### src/sv/tadc_div_pipe.sv
// Pipelined restoring divider, STEPS quotient bits per stage, the last stage taking what remains.
module tadc_div_pipe #(
  parameter int NW    = 46,
  parameter int DW    = 10,
  parameter int QB    = 46,
  parameter int STEPS = 4,
  parameter int SW    = 2
) (
  input  logic          clk,
  input  logic          rst,
  input  logic          en,
  input  logic          in_v,
  input  logic [NW-1:0] num,
  input  logic [DW-1:0] den,
  input  logic [SW-1:0] sb_in,
  output logic          out_v,
  output logic [QB-1:0] quo,
  output logic [SW-1:0] sb_out
);

  localparam int NS = (QB + STEPS - 1) / STEPS;

  logic          v_w   [NS];
  logic [DW-1:0] rem_w [NS];
  logic [QB-1:0] nq_w  [NS];
  logic [DW-1:0] dv_w  [NS];
  logic [SW-1:0] sb_w  [NS];

  for (genvar g = 0; g < NS; g++) begin : g_stage
    logic          v_in;
    logic [DW-1:0] rem_in;
    logic [QB-1:0] nq_in;
    logic [DW-1:0] dv_in;
    logic [SW-1:0] sb_i;
    logic [DW-1:0] rem_next;
    logic [QB-1:0] nq_next;
    logic          v_q;
    logic [DW-1:0] rem_q;
    logic [QB-1:0] nq_q;
    logic [DW-1:0] dv_q;
    logic [SW-1:0] sb_q;

    if (g == 0) begin : g_first
      // upper dividend bits start the remainder, the rest shift in
      assign v_in   = in_v;
      assign rem_in = DW'(num >> QB);
      assign nq_in  = num[QB-1:0];
      assign dv_in  = den;
      assign sb_i   = sb_in;
    end else begin : g_next
      assign v_in   = v_w[g-1];
      assign rem_in = rem_w[g-1];
      assign nq_in  = nq_w[g-1];
      assign dv_in  = dv_w[g-1];
      assign sb_i   = sb_w[g-1];
    end

    // shift in STEPS dividend bits one at a time, subtract when it fits
    always_comb begin
      logic [DW:0] t;
      t        = '0;
      rem_next = rem_in;
      nq_next  = nq_in;
      for (int j = 0; j < STEPS; j++) begin
        if (g * STEPS + j < QB) begin
          t = {rem_next, nq_next[QB-1]};
          if (t >= {1'b0, dv_in}) begin
            rem_next = DW'(t - {1'b0, dv_in});
            nq_next  = {nq_next[QB-2:0], 1'b1};
          end else begin
            rem_next = t[DW-1:0];
            nq_next  = {nq_next[QB-2:0], 1'b0};
          end
        end
      end
    end

    // advance the stage
    always_ff @(posedge clk) begin
      if (rst) begin
        v_q <= 1'b0;
      end else if (en) begin
        v_q <= v_in;
      end
      if (en) begin
        rem_q <= rem_next;
        nq_q  <= nq_next;
        dv_q  <= dv_in;
        sb_q  <= sb_i;
      end
    end

    assign v_w[g]   = v_q;
    assign rem_w[g] = rem_q;
    assign nq_w[g]  = nq_q;
    assign dv_w[g]  = dv_q;
    assign sb_w[g]  = sb_q;
  end

  assign out_v  = v_w[NS-1];
  assign quo    = nq_w[NS-1];
  assign sb_out = sb_w[NS-1];

endmodule

### config.mk
export PLATFORM = sky130hd
export DESIGN_NAME = tadc_div_pipe
export DESIGN_NICKNAME = d
export VERILOG_FILES = /design/src/sv/tadc_div_pipe.sv
export SDC_FILE = /design/constraint.sdc
export NUM_CORES = 2
export LEC_CHECK = 0
export BUFFER_PORTS_ARGS = -buffer_cell sky130_fd_sc_hd__buf_2
export CORE_MARGIN = 3
export CORE_UTILIZATION = 58
export DETAILED_ROUTE_END_ITERATION = 8
export PLACE_DENSITY = 0.78
export REMOVE_ABC_BUFFERS = 1
export SLEW_MARGIN = 20
export SYNTH_ARGS = -nofsm -noshare
export SYNTH_HDL_FRONTEND = slang
export SYNTH_SLANG_ARGS = --single-unit
### constraint.sdc
create_clock -name clk -period 10.5 [get_ports clk]
set_input_delay 3.15 -clock clk [delete_from_list [all_inputs] [get_ports clk]]
set_output_delay 3.15 -clock clk [all_outputs]
set_load 0.01 [all_outputs]
==> qor.txt <==
Critical path class: in2reg
Wirelength, routed: 96.9 mm
Final Wtd Congestion: 0.925
Outcome: complete, no violations
Initial DRC count: 2,294
Port bufs: 110
Worst hold path class: reg2reg
# H-tree levels: 3
WP data arrival: 10.31 ns
Critical Path Source Type: input pin
# clock sinks: 808
Post-DRT Antenna Nets: 0
Max frequency: 101 MHz
Top area cells in the synthesized netlist: edfxtp_1 (49%), ha_1 (12%), mux2_2 (4.7%)
Final slew viol count: 0
Post-route core utilization: 0.652
Fillers: 6,257
Nets: 4,857
Cells after Synth: 4,078
Placed cell area: 50,800 um2
Critical path's largest stage delay: 0.40 ns
Crit-path slowest cell: o211ai_1
Gr ovfl total: 0
Worst-path fanout max: 8
DP Cell Count: 5,274
P&R area growth vs syn: 10.6%
Worst-path clk slew: 0.06 ns
Number of vias per cell: 5.87
Met2 wire length: 45.2 mm
Yosys top cell area share: 0.492
Final Hold Fails: 0
Post-synth cell types: 91
Worst relative slew slack: 0.305
Largest net degree at the start of global routing: 193
Most frequent cell on the critical path: ha_1
Share of layout cells above drive strength 1: 0.135
Clk_lat worst skew: 0.64 ns
Synth Cell Area: 48,600 um2
HPWL Detailed: 71.3 mm
Root buf cell: clkbuf_16
Ys Warns: 0
Number of synthesized flops with an enable pin: 796
Met3 Routed Length: 4.41 mm
Core Region: 82,500 um2
CTS tree: yes
Synth Flop Type: edfxtp_1
MaxCap Viol Count: 0
Slew @ Worst Pin: 1.04 ns
Total number of vias: 31.9k
Wl on met1: 44.8 mm
Clk_skew: 0.0209 ns
GRT Total Usage: 0.222
Initial DRT Pass Iterations: 6
Die Span X: 295 um
Synth Register Bits: 808
TritonCTS buffer count: 85
Clock Tree Buf Depth: 3
Fin area: 53,800 um2
CP Capture Type: register
Initial Util: 0.589
Drt wl/cell: 17.8 um
Area leader, netlist: edfxtp_1
Register area share after synthesis: 0.497
Uppermost layer routed: met4
# rows: 105
Vias in the first global route: 30.8k
Post-CTS Hold Fix Bufs: 0
Final cycle utilization of the critical path: 0.945
Die Ht: 295 um
Die area: 87,300 um2
I/O pin cnt: 111
Post-route DRC: 0
Fraction of registers with async set/reset: 0
Fin crit period: 9.92 ns
Final setup fails: 0
WP data required: 10.88 ns
Finished Layout Cells: 5,441
Syn_area_per_cell: 11.9 um2
Unrepaired setup endpoints after global routing: false
First-pass GRT wire length: 157 mm
Initial antenna violation count: 1
## critical path, delay by kind of cell
kind / cells / cell delay, ns
buffers and inverters: 6 / 0.76
adders and majority gates: 5 / 1.22
and+or+nand+nor: 6 / 1.04
AOI/OAI and AO/OA: 18 / 3.46
muxes: 2 / 0.67
## sequential cells by signal (all words and copies together), names as in the netlist, 2 cells and up
name	flops
g_stage.dv_q	100
g_stage.v_q	10
g_stage.nq_q	460
g_stage.dv_in	10
sb_out	2
quo	46
g_stage.rem_in	10
g_stage.rem_q	100
g_stage.sb_q	20
g_stage.sb_i	2
g_stage.nq_in	46
## cell families after synthesis
group / after synthesis / synth area share
XOR/XNOR: 299 / 0.0539
AND/OR/NAND/NOR: 868 / 0.0908
buffers and inverters: 376 / 0.0298
adder cells (fa/ha/maj): 496 / 0.135
AO/OA/AOI/OAI: 938 / 0.127
multiplexers: 293 / 0.0671
flip-flops: 808 / 0.497
## through the flow
stage	TNS, ns	worst slack [ns]	hold slack (ns)
3_5_place_dp	-0.253	-0.0462	0.405
5_1_grt	0	0.00465	0.415
2_1_floorplan	-5.55	-0.356	0.400
4_1_cts	0	0.443	0.408
6_report	0	0.579	0.403
3_3_place_gp	0	0.137	0.400
## Yosys cell counts (8+ instances only)
library cell,number
a211o_1,10
a211oi_1,36
a21boi_0,19
a21o_1,138
a21oi_1,229
a221o_1,13
a221oi_1,20
a31oi_1,32
a41oi_1,8
and2_1,13
and3_1,12
and4_1,8
buf_2,12
clkbuf_1,30
dfxtp_1,12
edfxtp_1,796
fa_1,44
ha_1,452
inv_1,322
mux2_2,204
mux2_4,14
mux2i_1,72
nand2_1,173
nand2b_1,63
nand3_1,46
nand3b_1,9
nand4_1,81
nor2_1,218
nor2b_1,108
nor3_1,73
nor4_1,9
o2111ai_1,13
o211ai_1,11
o21a_1,63
o21ai_0,218
o21bai_1,21
o22ai_1,10
o31a_1,18
o31ai_1,16
or2_2,17
or3_1,10
xnor2_1,206
xor2_1,93
## layer usage
layer  up-vias  track usage
met1     15273        0.314
met4         0       0.0665
met5         -            0
met3       159       0.0281
li1      15763            -
met2       738        0.361
## timing repair
| item | 4_1_cts | 5_1_grt |
|---|---|---|
| endpoints found under the setup margin | 0 | 92 |
| gates resized for setup | 0 | 21 |
| setup buffers | 0 | 7 |
## path summary, 6_finish.rpt
check             cells after the start                 from                  end  slack (ns)
setup / recovery                     37              num[45]  g_stage[0].rem_q[9]        0.58
hold / removal                        0  g_stage[3].nq_q[17]  g_stage[4].nq_q[21]        0.40
setup reg to reg                     40   g_stage[2].dv_q[1]  g_stage[3].rem_q[9]        0.70
hold reg to reg                       0  g_stage[3].nq_q[17]  g_stage[4].nq_q[21]        0.40
## cell type report
class / count / area (um2) / area share
flip-flops and latches: 808 / 24100 / 0.449
multi-input cells: 2894 / 23000 / 0.429
clock buffers: 101 / 2230 / 0.0414
well taps: 1070 / 1340 / 0.0249
inverters: 328 / 1230 / 0.0229
repair buffers: 182 / 1140 / 0.0212
clock inverters: 57 / 632 / 0.0118
diodes: 1 / 2.50 / 0.0000465
## placed cells by master (no fill, tap or decap), types with 44 or more instances in the layout
cell         n
clkbuf_16   86
nor3_1      73
mux2i_1     72
nand3_1     46
nand2b_1    63
a21o_1     138
o21a_1      63
nor2b_1    108
nand4_1     81
mux2_2     204
fa_1        44
xor2_1      93
a21oi_1    229
ha_1       452
buf_4       68
nand2_1    173
o21ai_0    209
buf_2      109
nor2_1     218
xnor2_1    206
edfxtp_1   796
inv_1      321
Power is not shown: default switching activity piles up to over one toggle a cycle in this logic, so the estimate is an artifact.
